`src/hw/rtl/gts_pkg.sv`:
```
// ----------------------------------------------------------------------------
// gts_pkg
// Shared constants and types of the trajectory smoother.
// ----------------------------------------------------------------------------
package gts_pkg;

	localparam int MAX_TAPS_DEF   = 7;
	localparam int COORD_BITS_DEF = 24;
	localparam int NUM_WEIGHTS    = 7;
	localparam int NUM_DIMS       = 3;
	localparam int WEIGHT_BITS    = 16;
	localparam int FRAC_BITS      = 15;
	localparam int TAP_BITS       = 3;
	localparam int HALF_BITS      = TAP_BITS - 1;
	localparam int FRAME_BITS     = 3;
	localparam int CFG_IDX_BITS   = 3;

	localparam logic [WEIGHT_BITS-1:0] WEIGHT_ONE = 16'h8000;

	typedef logic [WEIGHT_BITS-1:0] gts_weight_t;

	typedef enum logic [CFG_IDX_BITS-1:0] {
		REG_TAP_COUNT = 3'd0,
		REG_WEIGHT_0  = 3'd1,
		REG_WEIGHT_1  = 3'd2,
		REG_WEIGHT_2  = 3'd3,
		REG_WEIGHT_3  = 3'd4,
		REG_WEIGHT_4  = 3'd5,
		REG_WEIGHT_5  = 3'd6,
		REG_WEIGHT_6  = 3'd7
	} gts_reg_t;

	// stage load enables handed from the pipeline control to the lanes
	typedef struct packed {
		logic en_s1;
		logic en_s2;
		logic en_s3;
	} gts_adv_t;

endpackage

```
`src/hw/rtl/gts_merge.sv`:
```
// ----------------------------------------------------------------------------
// gts_merge
// Output stage: rounds and saturates the three lane sums into one result
// register with its valid flag.
// ----------------------------------------------------------------------------
module gts_merge #(
	parameter int COORD_BITS = gts_pkg::COORD_BITS_DEF
) (
	input  logic                                            clk,
	input  logic                                            arst_n,
	input  logic                                            v_s3,
	input  logic                                            end_s3,
	input  logic signed [COORD_BITS+gts_pkg::WEIGHT_BITS+3:0] sum [gts_pkg::NUM_DIMS],
	output logic                                            rdy_out,
	output logic                                            out_valid,
	input  logic                                            out_ready,
	output logic signed [COORD_BITS-1:0]                    smooth_x,
	output logic signed [COORD_BITS-1:0]                    smooth_y,
	output logic signed [COORD_BITS-1:0]                    smooth_z,
	output logic                                            end_of_run
);
	import gts_pkg::*;

	localparam int SUM_W = COORD_BITS + WEIGHT_BITS + 4;
	localparam int HALF_LSB = 1 << (FRAC_BITS - 1);
	localparam logic signed [SUM_W-1:0] SAT_HI =
		{{(SUM_W-COORD_BITS+1){1'b0}}, {(COORD_BITS-1){1'b1}}};
	localparam logic signed [SUM_W-1:0] SAT_LO =
		{{(SUM_W-COORD_BITS+1){1'b1}}, {(COORD_BITS-1){1'b0}}};
	localparam logic signed [COORD_BITS-1:0] COORD_MAX = {1'b0, {(COORD_BITS-1){1'b1}}};
	localparam logic signed [COORD_BITS-1:0] COORD_MIN = {1'b1, {(COORD_BITS-1){1'b0}}};

	logic                         out_valid_q;
	logic signed [COORD_BITS-1:0] res_q [NUM_DIMS];
	logic                         end_q;

	// round half up, then clamp
	function automatic logic signed [COORD_BITS-1:0] round_sat(
		input logic signed [SUM_W-1:0] s
	);
		logic signed [SUM_W-1:0] r;
		r = (s + SUM_W'(HALF_LSB)) >>> FRAC_BITS;
		if (r > SAT_HI) begin
			return COORD_MAX;
		end else if (r < SAT_LO) begin
			return COORD_MIN;
		end
		return r[COORD_BITS-1:0];
	endfunction

	assign rdy_out = !out_valid_q || out_ready;

	always_ff @(posedge clk or negedge arst_n) begin
		if (!arst_n) begin
			out_valid_q <= 1'b0;
		end else if (rdy_out) begin
			out_valid_q <= v_s3;
		end
	end

	always_ff @(posedge clk) begin
		if (rdy_out) begin
			for (int d = 0; d < NUM_DIMS; d++) begin
				res_q[d] <= round_sat(sum[d]);
			end
			end_q <= end_s3;
		end
	end

	assign out_valid  = out_valid_q;
	assign smooth_x   = res_q[0];
	assign smooth_y   = res_q[1];
	assign smooth_z   = res_q[2];
	assign end_of_run = end_q;

endmodule

```
`config.mk`:
```
export PLATFORM = sky130hd
export DESIGN_NAME = gts_merge
export DESIGN_NICKNAME = d
export VERILOG_FILES = /design/src/hw/rtl/gts_pkg.sv /design/src/hw/rtl/gts_merge.sv
export SDC_FILE = /design/constraint.sdc
export NUM_CORES = 1
export LEC_CHECK = 0
export BUFFER_PORTS_ARGS = -buffer_cell sky130_fd_sc_hd__buf_2
export CORE_UTILIZATION = 37
export DETAILED_ROUTE_END_ITERATION = 12
export PLACE_DENSITY = 0.75
export SYNTH_ARGS = -nofsm -noshare
export SYNTH_HDL_FRONTEND = slang
export SYNTH_SLANG_ARGS = --single-unit
```
`constraint.sdc`:
```
create_clock -name clk -period 3.34 [get_ports clk]
set_clock_uncertainty 0.1 [all_clocks]
set_input_delay 0.668 -clock clk [delete_from_list [all_inputs] [get_ports clk]]
set_output_delay 0.668 -clock clk [all_outputs]
set_load 0.01 [all_outputs]
```
==> results of run 1 <==
sequential cells by signal (all words and copies together) (netlist names):
name        cells
res_q          72
end_of_run      1
out_valid       1
cell usage in the layout, fill, tap and decap left out, types with 3 or more instances in the layout:
master / netlist / layout
edfxtp_1: 73 / 73
nor4_1: 3 / 3
o31ai_1: 3 / 3
o21ai_0: 45 / 45
xor2_1: 43 / 43
nor3_1: 12 / 12
buf_2: 3 / 169
nand3_1: 33 / 33
xnor2_1: 27 / 27
o21ai_2: 21 / 21
and2_1: 6 / 6
nand4_1: 21 / 21
or4_1: 3 / 3
inv_1: 9 / 9
clkbuf_16: 0 / 9
ha_1: 3 / 3
buf_4: 4 / 11
nor2_1: 22 / 22
and3_1: 16 / 16
clkbuf_1: 4 / 4
nand2b_1: 5 / 4
nand2_1: 30 / 30
and4_1: 5 / 5
what timing repair did:
item | CTS | global route
endpoints found under the setup margin | 0 | 0
gates resized for setup | 0 | 0
setup buffers | 0 | 0
hold buffers | 1 | 0
endpoints found under the hold margin | 1 | 0
worst max-delay path, stage by stage:
cell,delay [ps]
buf_2,120
ha_1,230
inv_1,80
or4_1,580
nor4_1,300
nor3_1,120
o31ai_4,220
buf_4,250
o21ai_0,130
cell families after synthesis:
group	after synthesis
and+or+nand+nor	174
AOI/OAI and AO/OA	89
DFF	74
xor gates and xnor gates	71
buffers and inverters	23
adders and majority gates	3
muxes	1
routing by layer:
metal  part of all wire  up-vias  track usage
li1                   -     1998            -
met1               0.42     1892        0.212
met2               0.50      121        0.307
met3              0.057       22       0.0446
met4              0.021        0       0.0857
met5                  0        -            0
final timing paths:
| path | start | endpoint | slack, ps | cells after the start |
|---|---|---|---|---|
| hold reg to reg | out_valid$_DFFE_PN0P_ | out_valid$_DFFE_PN0P_ | 780 | 2 |
| setup reg to reg | out_valid$_DFFE_PN0P_ | res_q[0][14]$_DFFE_PP_ | 1510 | 2 |
| hold / removal | end_s3 | end_of_run$_DFFE_PP_ | 410 | 1 |
| min in group asynchronous | arst_n | out_valid$_DFFE_PN0P_ | 540 | 2 |
| setup / recovery | sum[103] | res_q[0][9]$_DFFE_PP_ | 590 | 9 |
| max in group asynchronous | arst_n | out_valid$_DFFE_PN0P_ | 2520 | 2 |
per-stage QoR:
| step | total power (W) | hold WS [ps] | instance area [um^2] |
|---|---|---|---|
| 6_report | 0.00248 | 413 | 6000 |
| 5_1_grt | 0.00259 | 401 | 6000 |
| 4_1_cts | 0.00250 | 401 | 6000 |
| 3_5_place_dp | 0.00156 | 347 | 5710 |
| 3_3_place_gp | 0.00155 | 344 | 5710 |
| 2_1_floorplan | 0.00136 | 272 | 4630 |
layout make-up:
cell class                 instances  area, um^2
fill                            1132        6110
multi-input combinational        338        2300
sequential                        74        2220
timing repair buffer             182         958
clock buffer                      13         240
tap                              168         210
clock inverter                     3        40.0
inverter                           9        33.8
power groups by stage:
stage,combinational [W],clock (W),sequential [W]
after floorplan,0.000161,0,0.00119
after global placement,0.000403,0,0.00115
after detailed placement,0.000413,0,0.00115
after CTS,0.000415,0.000952,0.00113
after global routing,0.000451,0.00100,0.00114
final,0.000414,0.000940,0.00113
==> impl_results.md, run 1 <==
* Top Ports at between 200 and 250
* Power per cell area at around 410 mW/mm^2
* Fmax at roughly 0.36 GHz
* Dpl ws at around 260 ps
* ANT cells at 0
* Worst hold path class: input pin to flip-flop
* IO Port Bufs at approximately 170
* Worst EP arrival at roughly 2700 ps
* Placed cells at 770
* Grt total ovfl at 0
* Cell Rows at 40
* RePlAce Congestion at ~0.89
* Leak at around 2.3 nW
* CTS tree: built
* # DRC at 0
* Synth cell types at 57
* Nets at between 700 and 800
* CTS root buf: clkbuf_16
* Synth Cell Area at around 0.0046 mm^2
* FFs w/ async S/R, synth at 0.0135
* Clock slew at reported path FFs at approximately 60 ps
* Slew HR at 0.631
* Post-route ant nets at 0
* Worst Max-Slew Pin Slew at around 550 ps
* Core footprint at ~0.012 mm^2
* Mapped Nets at around 580
* Count leader, synth: edfxtp_1
* Final Max Slew Viols at 0
* Worst Setup Start Kind: input pin
* Pin count of the biggest net entering global routing at 42
* Initial antenna violation count at 0
* GRT Total Usage at 0.180
* Initial core utilization at 0.383
* Synth Instances at between 400 and 500
* Routed length per instance at approximately 15 um
* Post-synthesis sequential area ratio at 0.479
* First-pass iteration count of the detailed router at 4
* Net Sw Frac at 0.253
* Via count of the first global-routing pass at just under 4000
* DIE HEIGHT at roughly 110 um
* Synth area leader: edfxtp_1
* Max Cap Violations at 0
* Fraction of the mapped netlist area in adder cells at 0.00810
* Crit share post-route at 0.823
* Total number of vias at about 4000
* RSZ-0062 raised after global routing: no
* Util after Layout at 0.496
* Critical Path RT at 3300 ps
* Final setup vio count at 0
* Die footprint at between 0.01 and 0.015 mm^2
* Vias per Instance at roughly 5.1
* Worst-path maximum fanout at 23
* Die width at between 100 and 150 um
* Yosys reg bits at 74
* Post-synthesis simple-gate area fraction at 0.215
* Crit end category: flip-flop
* Post-synth top area share at 0.473
* Switching pwr at 0.000627 W
* Final std cells w/o fill at 787
* Status: completed
* H-tree depth at 3
* Iteration-0 DRC Markers at 293
* Xor/xnor share of the synthesized area at 0.136
* Final setup margin at between 500 and 600 ps
* CP Class: input pin to flip-flop
* Hold Vio Cnt, Final at 0
* CTS Buf Count at 9
* Detail Placement HPWL at between 9000 and 10000 um
* Clk_lat worst skew at between 300 and 400 ps
* Clock Path Buffers at 2
* Internal at approximately 0.0019 W
* Synth area leaders: edfxtp_1 (47%), xor2_1 (8.1%), xnor2_1 (5.1%)
* Syn-to-layout area delta at 29.5%
* Largest family of logic cells by synthesized area: simple AND/OR/NAND/NOR gates
* Share of layout cells above drive strength 1 at 0.373
* Seq pwr share at 0.455
* Post-synth top cells: edfxtp_1 (73), o21ai_0 (45), xor2_1 (43)
* Clock Sinks at 74
* Clock network fraction of design power at 0.379
* Combinational share of power at 0.167
* Total wire length at about 12000 um
* First-pass GRT wire length at 18400 um
* Post-route minimum period at between 2000 and 3000 ps
* Mux share of post-synthesis cell area at 0.00216
* Number of flops mapped to enable cells by yosys at 73
* Synth Area in Compound Gates at 0.134
* Worst VDD drop at between 0.15 and 0.2 mV
* Total negative slack at 0 ps
* Synthesized area per cell at 10.7 um^2
* Most used DFF post-synth: edfxtp_1
* YS warnings at 0
No activity file was read; power rests on OpenSTA's default activity.
==> inputs of run 2 (changes only) <==
--- a/config.mk
+++ b/config.mk
@@ -8,7 +8,7 @@
 export BUFFER_PORTS_ARGS = -buffer_cell sky130_fd_sc_hd__buf_2
 export CORE_UTILIZATION = 37
 export DETAILED_ROUTE_END_ITERATION = 12
-export PLACE_DENSITY = 0.75
+export PLACE_DENSITY = 0.73
 export SYNTH_ARGS = -nofsm -noshare
 export SYNTH_HDL_FRONTEND = slang
 export SYNTH_SLANG_ARGS = --single-unit
==> constraint.sdc (replaced) <==
create_clock -name clk -period 2.6 [get_ports clk]
set_clock_uncertainty 0.1 [all_clocks]
set_input_delay 0.52 -clock clk [delete_from_list [all_inputs] [get_ports clk]]
set_output_delay 0.52 -clock clk [all_outputs]
set_load 0.01 [all_outputs]
==> run 2 against run 1 <==
- power up 35%
- core utilization up 3.8 points
- cell count up 7.1%
- non-clock buffer count up 56
- clock power up 39%
- global-route usage up 1.5 points
- flip-flop and latch count unchanged
- worst setup slack worse by 470 ps
- count of clock-buffer cells in the layout down 3
- die area unchanged
- register-to-register slack worse by 470 ps
- critical path depth unchanged
==> impl_results.md, run 2 (synthesized netlist as in run 1, its figures left out) <==
* Clock slew at reported path FFs at 60 ps (about the same)
* Filler cell count at 1105 (-2.4%)
* GRT Total Usage at 0.195 (+0.0148)
* Most frequent cells in the layout: buf_2 (169), edfxtp_1 (73), buf_4 (67)
* Max reg flops at 72 (unchanged)
* Vias per Instance at 5.08 (-0.83%)
* Most common cell after layout, fill and taps aside: buf_2
* First-pass iteration count of the detailed router at 5 (+1)
* Fmax at between 0.4 and 0.5 GHz
* Worst Setup Start Kind: input pin
* Worst EP arrival at 2450 ps (-260 ps)
* Placed cells at 826 (+7.3%)
* IO Port Bufs at 169 (unchanged)
* Final setup vio count at 0 (unchanged)
* CP Class: input pin to flip-flop
* Routed length per instance at 14.8 um (-0.21%)
* Util after Layout at 0.533 (+0.0377)
* Initial antenna violation count at 0 (unchanged)
* CTS Buf Count at 9 (unchanged)
* Iteration-0 DRC Markers at 270 (-7.8%)
* Worst VDD drop at 0.262 mV (+36%)
* Clock Path Buffers at 2 (unchanged)
* Final std cells w/o fill at 843 (+7.1%)
* Max Cap Violations at 0 (unchanged)
* Hold Path Origin: end_s3
* RePlAce Congestion at 0.896 (+0.64%)
* RSZ-0062 raised after global routing: no
* Nets at 810 (+7.4%)
* Biggest register: res_q
* Leak at 2.55 nW (+12%)
* Critical register-to-register path endpoint: res_q[0][70]$_DFFE_PP_
* Post-layout instance area at 0.00646 mm^2 (+7.6%)
* Clock Sinks at 74 (unchanged)
* Worst-path maximum fanout at 11 (-52%)
* Syn-to-layout area delta at 39.4%
* Post-route ant nets at 0 (unchanged)
* Top delay family on crit path: simple AND/OR/NAND/NOR gates
* WP buf/inv at 3 (unchanged)
* Crit share post-route at 0.954
* Final Max Slew Viols at 0 (unchanged)
* Critical path cell sequence: buf_2 -> nand4_2 -> buf_4 -> or4_1 -> nor4b_1 -> nor3_1 -> o21ai_2 -> buf_4 -> o21ai_0
* Worst path depth at 9 (unchanged)
* CTS tree: built
* Post-DP Area at 0.00613 mm^2 (+7.4%)
* Core footprint at 0.0121 mm^2 (unchanged)
* # DRC at 0 (unchanged)
* Reg-to-reg setup timing slack at 1040 ps (-470 ps)
* Crit end category: flip-flop
* Status: completed
* Initial core utilization at 0.383 (unchanged)
* Die footprint at 0.0130 mm^2 (unchanged)
* Post-route minimum period at around 2500 ps
* Die width at 114 um (unchanged)
* Total wire length at 12500 um (+6.9%)
* Slew HR at 0.669 (+0.0383)
* R2R depth at 2 (unchanged)
* Hold Vio Cnt, Final at 0 (unchanged)
* Share of layout cells above drive strength 1 at 0.430 (+0.0564)
* Cell Rows at 40 (unchanged)
* Total number of vias at 4284 (+6.2%)
* First-pass GRT wire length at 19900 um (+8.0%)
* RR Startpoint: out_valid$_DFFE_PN0P_
* Hold Crit Depth at 1 (unchanged)
* Critical path's largest stage delay at 580 ps (about the same)
* Critical Path RT at 2570 ps (-730 ps)
* Detail Placement HPWL at 9840 um (+9.3%)
* Power per cell area at 519 mW/mm^2 (+25%)
* Clk_lat worst skew at 330 ps (about the same)
* Grt total ovfl at 0 (unchanged)
* Via count of the first global-routing pass at 4177 (+7.7%)
* CP most frequent cell: buf_4
* Pin count of the biggest net entering global routing at 30 (-29%)
* Worst hold path class: input pin to flip-flop
* Worst Max-Slew Pin Slew at 492 ps (-57.0 ps)
* CTS root buf: clkbuf_16
* ANT cells at 0 (unchanged)
* Hold endpoint: end_of_run$_DFFE_PP_
* DIE HEIGHT at 114 um (unchanged)
* H-tree depth at 3 (unchanged)
* Slowest CP cell: or4_1
* Top Ports at 212 (unchanged)
run 2: how the worst max path moves through the flow:
stage / startpoint / end
floorplan: sum[102] / res_q[0][13]$_DFFE_PP_
global placement: sum[23] / res_q[0][49]$_DFFE_PP_
detailed placement: sum[23] / res_q[0][49]$_DFFE_PP_
CTS: sum[23] / res_q[0][49]$_DFFE_PP_
global route: sum[23] / res_q[0][49]$_DFFE_PP_
finish: sum[23] / res_q[0][49]$_DFFE_PP_
run 2: cell type report:
class,instances,area [um^2],area share
Timing Repair Buffer,238,1380,0.213
Tap cell,168,210,0.0325
Inverter,9,33.8,0.00523
Clock buffer,10,229,0.0355
Clock inverter,6,81.3,0.0126
Multi-Input combinational cell,338,2310,0.357
Sequential cell,74,2220,0.343
run 2: per-layer routing:
metal,global-route usage,vias to the layer above,wire [um]
li1,-,2108,-
met1,0.223,2018,5040
met2,0.350,139,6500
met3,0.0457,19,680
met4,0.0788,0,253
met5,0,-,0
run 2: repair_timing:
action                                 CTS  global route
setup endpoints to repair                0             2
resized for setup                        0             1
endpoints found under the hold margin    1             0
buffers inserted                         0             0
hold buffers                             1             0
run 2: power breakdown:
group	leakage, nW	switching [W]	internal [W]
Sequential	0.717	0.0000239	0.00143
Clock	0.150	0.000476	0.000834
Combinational	1.68	0.000333	0.000256
run 2: per-stage QoR:
step / setup slack, ps / TNS [ps] / hold slack (ps) / power [W]
final: 120 / 0 / 266 / 0.00335
after global routing: 2.24 / 0 / 257 / 0.00349
after CTS: 137 / 0 / 251 / 0.00339
after detailed placement: -234 / -10490 / 198 / 0.00207
after global placement: -140 / -4560 / 195 / 0.00204
after floorplan: 27.6 / 0 / 124 / 0.00174
