**src/hw/rtl/gts_pkg.sv**
```systemverilog
// ----------------------------------------------------------------------------
// gts_pkg
// Shared constants and types of the trajectory smoother.
// ----------------------------------------------------------------------------
package gts_pkg;

	localparam int MAX_TAPS_DEF   = 7;
	localparam int COORD_BITS_DEF = 24;
	localparam int NUM_WEIGHTS    = 7;
	localparam int NUM_DIMS       = 3;
	localparam int WEIGHT_BITS    = 16;
	localparam int FRAC_BITS      = 15;
	localparam int TAP_BITS       = 3;
	localparam int HALF_BITS      = TAP_BITS - 1;
	localparam int FRAME_BITS     = 3;
	localparam int CFG_IDX_BITS   = 3;

	localparam logic [WEIGHT_BITS-1:0] WEIGHT_ONE = 16'h8000;

	typedef logic [WEIGHT_BITS-1:0] gts_weight_t;

	typedef enum logic [CFG_IDX_BITS-1:0] {
		REG_TAP_COUNT = 3'd0,
		REG_WEIGHT_0  = 3'd1,
		REG_WEIGHT_1  = 3'd2,
		REG_WEIGHT_2  = 3'd3,
		REG_WEIGHT_3  = 3'd4,
		REG_WEIGHT_4  = 3'd5,
		REG_WEIGHT_5  = 3'd6,
		REG_WEIGHT_6  = 3'd7
	} gts_reg_t;

	// stage load enables handed from the pipeline control to the lanes
	typedef struct packed {
		logic en_s1;
		logic en_s2;
		logic en_s3;
	} gts_adv_t;

endpackage

```
**src/hw/rtl/gts_window.sv**
```systemverilog
// ----------------------------------------------------------------------------
// gts_window
// Sample window and frame sequencer: takes input frames, repeats the first
// frame on the left edge, runs the flush of the right edge after a final frame
// and issues one filter job per output frame.
// ----------------------------------------------------------------------------
module gts_window #(
	parameter int MAX_TAPS   = gts_pkg::MAX_TAPS_DEF,
	parameter int COORD_BITS = gts_pkg::COORD_BITS_DEF,
	parameter int WIN_DEPTH  = 2 * (MAX_TAPS / 2) + 1
) (
	input  logic                          clk,
	input  logic                          arst_n,
	input  logic                          in_valid,
	output logic                          in_ready,
	input  logic signed [COORD_BITS-1:0]  coord [gts_pkg::NUM_DIMS],
	input  logic                          final_frame,
	input  logic [gts_pkg::HALF_BITS-1:0] half,
	input  logic                          job_take,
	output logic                          job_v,
	output logic                          job_end,
	output logic signed [COORD_BITS-1:0]  win [gts_pkg::NUM_DIMS][WIN_DEPTH]
);
	import gts_pkg::*;

	logic signed [COORD_BITS-1:0] win_q [NUM_DIMS][WIN_DEPTH];
	logic [FRAME_BITS-1:0]        frames_q;
	logic [FRAME_BITS-1:0]        frames_inc;
	logic [HALF_BITS-1:0]         flush_q;
	logic                         job_v_q;
	logic                         job_end_q;
	logic                         slot_free;
	logic                         accept;
	logic                         step;
	logic                         emit_now;

	assign slot_free  = !job_v_q || job_take;
	assign in_ready   = (flush_q == '0) && slot_free;
	assign accept     = in_valid && in_ready;
	assign step       = (flush_q != '0) && slot_free;
	assign frames_inc = (frames_q == '1) ? frames_q : frames_q + 1'b1;
	assign emit_now   = frames_inc > FRAME_BITS'(half);

	always_ff @(posedge clk or negedge arst_n) begin
		if (!arst_n) begin
			frames_q  <= '0;
			flush_q   <= '0;
			job_v_q   <= 1'b0;
			job_end_q <= 1'b0;
		end else if (accept) begin
			job_v_q   <= emit_now;
			job_end_q <= final_frame && (half == '0);
			flush_q   <= final_frame ? half : '0;
			frames_q  <= (final_frame && (half == '0)) ? '0 : frames_inc;
		end else if (step) begin
			// right edge: last frame repeated
			job_v_q   <= emit_now;
			job_end_q <= (flush_q == HALF_BITS'(1));
			flush_q   <= flush_q - 1'b1;
			frames_q  <= (flush_q == HALF_BITS'(1)) ? '0 : frames_inc;
		end else if (job_take) begin
			job_v_q <= 1'b0;
		end
	end

	always_ff @(posedge clk) begin
		if (accept) begin
			for (int d = 0; d < NUM_DIMS; d++) begin
				win_q[d][0] <= coord[d];
				for (int a = 1; a < WIN_DEPTH; a++) begin
					win_q[d][a] <= (frames_q == '0) ? coord[d] : win_q[d][a-1];
				end
			end
		end else if (step) begin
			for (int d = 0; d < NUM_DIMS; d++) begin
				for (int a = 1; a < WIN_DEPTH; a++) begin
					win_q[d][a] <= win_q[d][a-1];
				end
			end
		end
	end

	assign job_v   = job_v_q;
	assign job_end = job_end_q;
	assign win     = win_q;

endmodule

```
**config.mk**
```make
export PLATFORM = sky130hd
export DESIGN_NAME = gts_window
export DESIGN_NICKNAME = d
export VERILOG_FILES = /design/src/hw/rtl/gts_pkg.sv /design/src/hw/rtl/gts_window.sv
export SDC_FILE = /design/constraint.sdc
export NUM_CORES = 1
export LEC_CHECK = 0
export BUFFER_PORTS_ARGS = -buffer_cell sky130_fd_sc_hd__buf_4
export CAP_MARGIN = 20
export CORE_AREA = 2 2 226 228
export CTS_CLUSTER_SIZE = 12
export DETAILED_ROUTE_END_ITERATION = 7
export DIE_AREA = 0 0 228 230
export GPL_TIMING_DRIVEN = 0
export MAX_ROUTING_LAYER = met4
export PLACE_DENSITY = 0.75
export SLEW_MARGIN = 30
export SYNTH_ARGS = -nofsm -noshare
export SYNTH_HDL_FRONTEND = slang
export SYNTH_SLANG_ARGS = --single-unit
```
**constraint.sdc**
```tcl
create_clock -name clk -period 60.7 [get_ports clk]
set_input_delay 3.035 -clock clk [delete_from_list [all_inputs] [get_ports clk]]
set_output_delay 3.035 -clock clk [all_outputs]
set_load 0.01 [all_outputs]
```
==> results of run 1 <==
==> cell families (layout without fill, tap and decap cells) <==
kind of cell / count (synthesis) / count (layout) / synth area share
AOI/OAI and AO/OA: 441 / 441 / 0.160
xor gates and xnor gates: 2 / 2 / 0.000847
adders and majority gates: 6 / 6 / 0.00363
buffers and inverters: 134 / 827 / 0.0570
DFF: 511 / 511 / 0.740
muxes: 2 / 2 / 0.00103
other: 0 / 4 / 0
and+or+nand+nor: 94 / 94 / 0.0374
==> layout make-up <==
type | instances | share of cell area
Clock inverter | 17 | 0.00299
Sequential cell | 511 | 0.546
Buffer | 128 | 0.0414
Tap cell | 672 | 0.0300
Clock buffer | 68 | 0.0494
Inverter | 6 | 0.000804
Antenna cell | 4 | 0.000357
Multi-Input combinational cell | 545 | 0.150
Timing Repair Buffer | 608 | 0.179
==> through the flow <==
stage	hold WS (ns)	setup WS, ns
2_1_floorplan	0.503	37.87
3_3_place_gp	0.509	30.41
6_report	0.517	54.03
5_1_grt	0.559	54.01
3_5_place_dp	0.507	54.03
4_1_cts	0.523	54.03
==> per-layer routing <==
layer | global-route usage | wire length [um] | up-vias
met3 | 0.0779 | 5900 | 130
met5 | - | 0 | -
met1 | 0.261 | 22400 | 6599
li1 | - | - | 5811
met2 | 0.382 | 30200 | 596
met4 | 0.0886 | 2310 | 0
==> worst max path at each step <==
stage / slack (ns) / to / depth (start not counted)
floorplan: 37.87 / flush_q[1]$_DFFE_PN0P_ / 3
global route: 54.01 / in_ready / 4
detailed placement: 54.03 / in_ready / 4
CTS: 54.03 / in_ready / 4
finish: 54.03 / in_ready / 4
global placement: 30.41 / flush_q[1]$_DFFE_PN0P_ / 4
==> where the power goes <==
part / internal, uW / switching [uW] / total [uW]
Sequential: 588 / 78.2 / 667
Clock: 158 / 132 / 290
Combinational: 270 / 251 / 521
Total: 1020 / 461 / 1480
==> worst max-delay path, stage by stage <==
cell and delay (ns):
buf_4 0.11, and2b_4 0.29, nor2_4 0.05, buf_4 0.15
==> layout by cell type (no fill, tap or decap), types with 2 or more instances in the layout <==
cell | netlist | routed
dfrtp_1 | 7 | 7
nor2_1 | 4 | 3
inv_6 | 0 | 2
buf_2 | 16 | 16
ha_1 | 6 | 6
nor3b_1 | 2 | 2
clkbuf_16 | 0 | 53
buf_12 | 8 | 10
clkbuf_1 | 31 | 45
buf_4 | 0 | 585
o21ai_0 | 3 | 3
diode_2 | 0 | 4
buf_16 | 0 | 21
buf_1 | 3 | 3
nand2_1 | 3 | 3
nor2b_1 | 2 | 2
and2_1 | 2 | 2
and2_4 | 70 | 70
buf_6 | 70 | 70
a21oi_1 | 2 | 2
inv_1 | 6 | 6
nand2b_1 | 2 | 2
edfxtp_1 | 504 | 504
clkinv_2 | 0 | 4
xnor2_1 | 2 | 2
clkinv_1 | 0 | 10
a21o_1 | 432 | 432
nor2_4 | 1 | 2
==> registers in the layout, summed over array words and instances, names as in the netlist <==
name      cells
job_v         1
win         504
flush_q       2
frames_q      3
job_end       1
==> synth_stat cells <==
cell	instances
mux2i_1	1
o21ai_0	3
and2b_4	1
and2_1	2
a31oi_1	1
and2_4	70
nand3_1	1
or2_2	1
a22o_1	1
nor3_1	1
edfxtp_1	504
a21oi_1	2
nand2b_1	2
mux2_2	1
dfrtp_1	7
clkbuf_1	31
buf_2	16
nor3b_1	2
a32o_1	1
ha_1	6
nor2_1	4
a21o_1	432
inv_1	6
buf_1	3
nor2_4	1
and3_1	1
buf_12	8
and4_4	1
nand3_4	1
xnor2_1	2
nand2_1	3
nor2b_1	2
a2bb2oi_1	1
nor2b_2	1
buf_6	70
==> flow_metrics.py, run 1 <==
metrics = {
    "floorplan": {
        "die_x_um": 228,
        "core_area_um2": 49900,
        "io_pins": 586,
        "dieArea_um2": 52400,
        "fp-row-count": 82,
        "start_util": 0.415,
        "die_y_um": 230,
    },
    "route": {
        "drt_pass1_iterations": 5,
        "vias": 13100,
        "drtAntennaViolNets": 0,
        "drt_iter0_drc": 870,
        "vias_per_cell": 5.13,
        "wl_per_cell_um": 23.8,
        "wl_um": 60900,
        "drc": 0,
    },
    "place": {
        "post_dp_cell_area_um2": 26500,
        "portBuffers": 585,
        "dp_cells": 2470,
        "place_hpwl_um": 45500,
        "place_congestion": 0.912,
    },
    "cts": {
        "postCtsHoldBufs": 0,
        "post_cts_buffers": 0,
        "path_clk_slew_ns": 0.06,
        "clockBufferDepth": 3,
        "ctsRootBufferMaster": "clkbuf_16",
        "insertion_delay_ns": 0.59,
        "cts_tree": "built",
        "cts.sinks": 511,
        "htree_levels": 2,
        "cts_repair_resize_count": 0,
        "cts-buffers-inserted": 52,
    },
    "min_path": {
        "min_to": "job_end$_DFFE_PN0P_",
        "hp-class": "flop to flop",
        "min_path_cells": 2,
        "hold_path_startpoint": "job_end$_DFFE_PN0P_",
    },
    "power_and_ir_drop": {
        "p_per_area_nw_per_um2": 52.7,
        "p_leak_uw": 0.0131,
        "peakVddDrop_v": 0.0000341,
        "p_total_uw": 1480,
    },
    "job": {
        "drv_cap": 0,
    },
    "final_layout": {
        "final_nets": 1937,
        "final_area_um2": 28000,
        "seqCellArea_um2": 15300,
        "syn_to_final_growth_pct": 35.5,
        "instances_no_fill": 2559,
        "final_util": 0.562,
        "fillers": 3986,
        "layout-drive-gt1-share": 0.447,
        "multi_input_area_um2": 4200,
    },
    "logic_synthesis": {
        "synth.area.top_cells": "edfxtp_1 (73%), a21o_1 (16%), buf_6 (3.8%), and2_4 (3.0%), dfrtp_1 (0.85%)",
        "synth_cell_types": 35,
        "synth_nets": 1275,
        "syn_area_um2": 20700,
        "yosysWarningCount": 0,
        "yosys.area.top_type": "edfxtp_1",
        "syn_area_per_cell_um2": 17.4,
        "ys_seq_area_frac": 0.740,
        "synth_cells": 1190,
        "synthDominantCellAreaShare": 0.732,
        "synth_seq_cells": 511,
    },
    "critical_path": {
        "crit_arrival_ns": 3.64,
        "crit_required_ns": 57.67,
        "reg2reg_slack_ns": 57.58,
        "r2r_end": "win[130]$_DFFE_PP_",
        "cp-start-kind": "input port",
        "cp_max_fo": 5,
        "crit_path_end_kind": "output pin",
        "reg2regPathDepth": 11,
        "r2r_start": "flush_q[0]$_DFFE_PN0P_",
        "path_class": "input port to output pin",
        "critPathLaunch": "job_take",
    },
    "sta": {
        "timing.clock.skew_ns": 0.0142,
        "tightest_slew_ns": 0.866,
        "rsz0062_at_grt": "no",
        "finalHoldViolations": 0,
        "finalSetupTns_ns": 0,
        "setup_viol": 0,
        "max_freq_ghz": 0.150,
        "max_slew_margin": 0.423,
        "slew_viol_final": 0,
        "finalCritPeriodShare": 0.110,
        "final.min_clock_period_ns": 6.67,
    },
    "global_route": {
        "grt_overflow": 0,
        "grt_pass1_vias": 13300,
        "antenna_found_initial": 4,
        "grt_pass1_wl_um": 87700,
        "grt_usage": 0.231,
        "grt_max_degree": 32,
    },
    "status": {
        "status": "finished clean",
    },
}
No activity file was read; power rests on OpenSTA's default activity.
==> run 2, diff against run 1 <==
CORE_AREA = 2 2 228 230   (was 2 2 226 228)
DIE_AREA = 0 0 230 232   (was 0 0 228 230)
PLACE_DENSITY = 0.74   (was 0.75)
clock period = 6.2 ns   (was 60.7 ns; I/O delays follow)
==> flow_metrics.py, run 2 (synthesis results as in run 1) <==
metrics = {
    "cts": {
        "cts_repair_resize_count": 0,
        "cts.sinks": 511,
        "ctsRootBufferMaster": "clkbuf_16",
        "htree_levels": 2,
        "clockBufferDepth": 3,
        "cts-buffers-inserted": 53,
        "post_cts_buffers": 0,
        "insertion_delay_ns": 0.60,
        "cts_tree": "built",
        "path_clk_slew_ns": 0.06,
    },
    "power_and_ir_drop": {
        "p_per_area_nw_per_um2": 507,
        "peakVddDrop_v": 0.000325,
        "p_leak_uw": 0.0134,
        "p_total_uw": 14600,
    },
    "critical_path": {
        "reg2regPathDepth": 10,
        "path_buf_inv": 7,
        "crit_required_ns": 6.50,
        "cp_max_fo": 25,
        "r2r_end": "win[79]$_DFFE_PP_",
        "r2r_start": "flush_q[0]$_DFFE_PN0P_",
        "crit_arrival_ns": 3.03,
        "crit_chain": "inv_1, ha_2, nor2b_4, nor2_4, buf_16, buf_16, buf_16, buf_16, buf_16, buf_16",
        "cp-start-kind": "flop",
        "reg2reg_slack_ns": 3.47,
        "crit_path_end_kind": "flop",
        "cpMostUsedCell": "buf_16",
        "max_stage_delay_ns": 0.42,
        "cp_slowest_cell": "nor2_4",
        "path_class": "flop to flop",
        "path_delay_family": "buffers and inverters",
    },
    "route": {
        "wl_um": 61600,
        "drc": 0,
        "vias": 13600,
        "vias_per_cell": 5.14,
        "drtAntennaViolNets": 0,
        "drt_pass1_iterations": 5,
        "wl_per_cell_um": 23.3,
        "drt_iter0_drc": 974,
    },
    "final_layout": {
        "mostFrequentLayoutCells": "buf_4 (585), edfxtp_1 (504), a21o_1 (432)",
        "syn_to_final_growth_pct": 39.8,
        "final_common_cell": "buf_4",
        "seqCellArea_um2": 15300,
        "final_area_um2": 28900,
        "multi_input_area_um2": 4210,
        "layout-drive-gt1-share": 0.430,
        "fillers": 4000,
        "largest_register_ffs": 504,
        "final_nets": 2015,
        "instances_no_fill": 2650,
        "final_util": 0.568,
    },
    "sta": {
        "timing.clock.skew_ns": 0.0288,
        "max_freq_ghz": 0.366,
        "max_slew_margin": 0.353,
        "setup_viol": 0,
        "finalCritPeriodShare": 0.441,
        "final.min_clock_period_ns": 2.73,
        "holdWs_ns": 0.0798,
        "rsz0062_at_grt": "no",
        "tightest_slew_ns": 0.970,
        "slew_viol_final": 0,
        "finalHoldViolations": 0,
    },
    "place": {
        "place_hpwl_um": 46000,
        "portBuffers": 585,
        "dp_cells": 2480,
        "post_dp_cell_area_um2": 26600,
        "place_congestion": 0.883,
    },
    "min_path": {
        "hp-class": "input port to asynchronous set/reset pin",
    },
    "floorplan": {
        "die_x_um": 230,
        "io_pins": 586,
        "fp-row-count": 83,
        "start_util": 0.406,
        "dieArea_um2": 53400,
        "core_area_um2": 50900,
        "die_y_um": 232,
    },
    "global_route": {
        "grt_pass1_wl_um": 88800,
        "antenna_found_initial": 4,
        "grt_overflow": 0,
        "grt_pass1_vias": 14100,
        "grt_usage": 0.231,
        "grt_max_degree": 31,
    },
    "status": {
        "status": "finished clean",
    },
    "job": {
        "drv_cap": 0,
    },
}
-- run 2: cell types whose count changed in the layout (fill, tap and decap cells not counted), moves of 2 or more --
cell | previous run | this run
dlygate4sd3_1 | 0 | 75
clkinv_1 | 10 | 15
buf_8 | 0 | 2
clkbuf_16 | 53 | 55
diode_2 | 4 | 2
-- run 2: cell type report --
class	count	area share
Sequential cell	511	0.530
Timing Repair Buffer	685	0.200
Multi-Input combinational cell	545	0.146
Clock buffer	71	0.0497
Buffer	128	0.0401
Tap cell	680	0.0294
Clock inverter	22	0.00416
Inverter	6	0.000779
Antenna cell	2	0.000173
-- run 2: how the worst max path moves through the flow --
| stage | from | to | depth (start not counted) |
|---|---|---|---|
| after floorplan | flush_q[0]$_DFFE_PN0P_ | flush_q[1]$_DFFE_PN0P_ | 5 |
| after global placement | flush_q[0]$_DFFE_PN0P_ | flush_q[1]$_DFFE_PN0P_ | 5 |
| after detailed placement | flush_q[0]$_DFFE_PN0P_ | win[103]$_DFFE_PP_ | 10 |
| after CTS | flush_q[0]$_DFFE_PN0P_ | win[31]$_DFFE_PP_ | 10 |
| after global routing | flush_q[0]$_DFFE_PN0P_ | win[78]$_DFFE_PP_ | 10 |
| final | flush_q[0]$_DFFE_PN0P_ | win[79]$_DFFE_PP_ | 10 |
-- run 2: worst reg2reg max path: stages (launching register included) --
cell	delay, ns
dfrtp_1	0.40
inv_1	0.06
ha_2	0.20
nor2b_4	0.15
nor2_4	0.42
buf_16	0.22
buf_16	0.19
buf_16	0.20
buf_16	0.20
buf_16	0.19
buf_16	0.19
-- run 2: timing repair --
| action | in CTS | in global routing |
|---|---|---|
| hold buffers | 75 | 0 |
| hold endpoints to repair | 80 | 0 |
| setup endpoints to repair | 0 | 0 |
-- run 2: layer usage --
layer / track usage / part of all wire / vias to the layer above
met3: 0.0696 / 0.093 / 123
met1: 0.258 / 0.36 / 6858
met5: - / 0 / -
met2: 0.392 / 0.51 / 635
li1: - / - / 5993
met4: 0.0833 / 0.037 / 0
-- run 2: where the power goes --
| group | total, uW | internal (uW) | switching, uW |
|---|---|---|---|
| registers | 6540 | 5760 | 777 |
| clock network | 2930 | 1650 | 1280 |
| logic | 5180 | 2690 | 2490 |
-- run 2: metrics by stage --
stage          setup slack (ns)  setup TNS, ns
2_1_floorplan             -1.47        -604.38
3_3_place_gp              -4.03       -1696.65
3_5_place_dp               3.46              0
4_1_cts                    3.45              0
5_1_grt                    3.35              0
6_report                   3.47              0
==> run 3, diff against run 2 <==
ABC_AREA = 1   (was not set)
CORE_AREA = 2 2 227 229   (was 2 2 228 230)
DIE_AREA = 0 0 229 231   (was 0 0 230 232)
PLACE_DENSITY = 0.77   (was 0.74)
clock period = 2.35 ns   (was 6.2 ns; I/O delays follow)
==> flow_metrics.py, run 3 <==
metrics = {
    "status": {
        "status": "finished clean",
    },
    "critical_path": {
        "crit_required_ns": 2.69,
        "cp-start-kind": "flop",
        "crit_chain": "inv_2, ha_4, nand2_4, nand2_4, clkinvlp_4, buf_12, buf_16, buf_16, buf_16, buf_16",
        "path_class": "flop to flop",
        "max_stage_delay_ns": 0.43,
        "cpMostUsedCell": "buf_16",
        "cp_slowest_cell": "dfrtp_1",
        "crit_arrival_ns": 2.63,
        "crit_path_end_kind": "flop",
        "cp_max_fo": 25,
    },
    "route": {
        "dr_wl_met2_um": 36200,
        "wl_um": 73700,
        "drt_pass1_iterations": 5,
        "top_layer_used": "met4",
        "drtAntennaViolNets": 0,
        "vias": 16900,
        "drt_iter0_drc": 1611,
        "vias_per_cell": 5.49,
        "met1_length_um": 27500,
        "wl_per_cell_um": 23.9,
        "met3_wirelength_um": 6980,
        "drc": 0,
    },
    "logic_synthesis": {
        "synth_edf_count": 504,
        "synth_nets": 1708,
        "syn_area_um2": 20800,
        "synth_cell_types": 24,
        "async_reset_ff_frac": 0.0137,
        "synthDominantCellAreaShare": 0.727,
        "yosysWarningCount": 0,
        "synth.area.top_cells": "edfxtp_1 (73%), o21ai_0 (9.8%), nand2_1 (8.2%), nand2_4 (3.8%), clkbuf_1 (1.4%)",
        "ys.flop_type": "edfxtp_1",
        "ys_seq_area_frac": 0.736,
        "yosys.area.top_type": "edfxtp_1",
        "synth_cells": 1623,
        "synth_common_cells": "edfxtp_1 (504), nand2_1 (456), o21ai_0 (406)",
        "yosysMostFrequentCell": "edfxtp_1",
        "synth_seq_cells": 511,
        "syn_area_per_cell_um2": 12.8,
    },
    "final_layout": {
        "layout-drive-gt1-share": 0.325,
        "fillers": 4082,
        "final_common_cell": "buf_4",
        "largest_register_ffs": 504,
        "syn_to_final_growth_pct": 39.5,
        "final_util": 0.573,
        "mostFrequentLayoutCells": "buf_4 (592), edfxtp_1 (504), nand2_1 (453)",
        "final_area_um2": 29000,
        "final_nets": 2458,
    },
    "cts": {
        "ctsRootBufferMaster": "clkbuf_16",
        "cts_tree": "built",
        "cts.sinks": 511,
        "htree_levels": 2,
        "path_clk_slew_ns": 0.06,
        "insertion_delay_ns": 0.60,
        "clockBufferDepth": 3,
        "cts-buffers-inserted": 53,
    },
    "sta": {
        "setup_viol": 0,
        "tightest_slew_ns": 0.784,
        "final.min_clock_period_ns": 2.29,
        "setup_ws_ns": 0.0592,
        "max_slew_margin": 0.477,
        "timing.clock.skew_ns": 0.0194,
        "finalCritPeriodShare": 0.975,
        "finalHoldViolations": 0,
        "slew_viol_final": 0,
        "max_freq_ghz": 0.437,
        "finalSetupTns_ns": 0,
        "rsz0062_at_grt": "no",
    },
    "min_path": {
        "hp-class": "input port to flop",
    },
    "job": {
        "drv_cap": 0,
    },
    "floorplan": {
        "io_pins": 586,
        "die_y_um": 231,
        "fp-row-count": 83,
        "core_area_um2": 50700,
        "dieArea_um2": 52900,
        "start_util": 0.411,
        "die_x_um": 229,
    },
    "global_route": {
        "grt_pass1_wl_um": 107000,
        "grt_usage": 0.275,
        "grt_pass1_vias": 16800,
        "antenna_found_initial": 1,
        "grt_overflow": 0,
        "grt_max_degree": 61,
    },
    "place": {
        "pre_cts_slack_ns": -0.558,
        "post_dp_cell_area_um2": 26500,
        "portBuffers": 585,
        "place_hpwl_um": 52600,
        "place_congestion": 0.954,
    },
    "power_and_ir_drop": {
        "peakVddDrop_v": 0.000865,
        "pwr-share-seq": 0.407,
        "internal-power_uw": 27800,
        "p_clk_frac": 0.171,
        "p_leak_uw": 0.0127,
        "p_switching_uw": 17400,
        "comb_power_share": 0.421,
        "p_sw_frac": 0.385,
        "p_per_area_nw_per_um2": 1560,
    },
}
==> run 3: cell count changes after synthesis, moves of 10 or more <==
cell / previous run / this run
o21ai_0: 3 / 406
buf_6: 70 / 4
a21o_1: 432 / 0
clkbuf_1: 31 / 80
nor2_1: 4 / 14
buf_2: 16 / 5
inv_1: 6 / 17
nand2_1: 3 / 456
o21ai_1: 0 / 29
nand2_4: 0 / 71
and2_4: 70 / 0
==> run 3: worst paths after layout <==
path / slack, ns / cells past startpoint / to / start
worst min-delay path: 0.25 / 7 / job_v$_DFFE_PN0P_ / half[1]
worst min register to register: 0.50 / 2 / job_end$_DFFE_PN0P_ / job_end$_DFFE_PN0P_
worst max register to register: 0.06 / 10 / win[133]$_DFFE_PP_ / flush_q[0]$_DFFE_PN0P_
min in group asynchronous: 0.51 / 3 / flush_q[0]$_DFFE_PN0P_ / arst_n
worst max-delay path: 0.06 / 10 / win[133]$_DFFE_PP_ / flush_q[0]$_DFFE_PN0P_
max in group asynchronous: 1.57 / 3 / frames_q[1]$_DFFE_PN0P_ / arst_n
==> run 3: metal layers <==
layer | track usage | vias to the layer above
met3 | 0.0579 | 204
met2 | 0.450 | 1076
met1 | 0.337 | 8371
met5 | - | -
li1 | - | 7282
met4 | 0.102 | 0
==> run 3: power groups by stage <==
| stage | Sequential (uW) | Clock, uW | Combinational [uW] |
|---|---|---|---|
| floorplan | 17100 | 0 | 4550 |
| global placement | 15300 | 0 | 11700 |
| detailed placement | 18400 | 0 | 18400 |
| CTS | 18300 | 7840 | 18700 |
| global route | 18800 | 8120 | 20200 |
| finish | 18400 | 7750 | 19000 |
==> run 3: layout make-up <==
cell class	instances	area, um^2	area share
plain buffers	102	542	0.0187
diodes	1	2.50	0.0000862
repair inverters	1	5.00	0.000172
clock inverters	18	133	0.00457
inverters	18	75.1	0.00259
repair buffers	694	5800	0.200
flip-flops and latches	511	15300	0.527
well taps	680	851	0.0293
clock buffers	67	1380	0.0475
multi-input cells	992	4930	0.170
==> run 3: timing repair <==
item | 4_1_cts | 5_1_grt
hold endpoints to repair | 511 | 0
gates resized for setup | 1 | 9
setup endpoints to repair | 198 | 71
cloned | 4 | 2
buffers inserted | 1 | 6
hold buffers | 80 | 0
==> run 3: cells by family after synthesis <==
group	Yosys count	share of synthesized area
buf+inv	120	0.0290
simple gates	548	0.126
fa+ha+maj	6	0.00361
compound gates	438	0.105
flops	511	0.736
==> run 3: critical path, delay by kind of cell (launching register included) <==
| kind | cells | cell delay, ns |
|---|---|---|
| fa+ha+maj | 1 | 0.19 |
| buf+inv | 7 | 1.20 |
| flops | 1 | 0.43 |
| simple gates | 2 | 0.20 |
==> run 3: metrics by stage <==
step / total power, uW / cells / hold WS (ns)
after detailed placement: 36800 / 2908 / -0.0590
after global routing: 47100 / 3084 / 0.248
after global placement: 27000 / 2888 / -0.0645
after floorplan: 21600 / 1623 / -0.178
after CTS: 44900 / 3075 / 0.188
final: 45200 / 3084 / 0.253
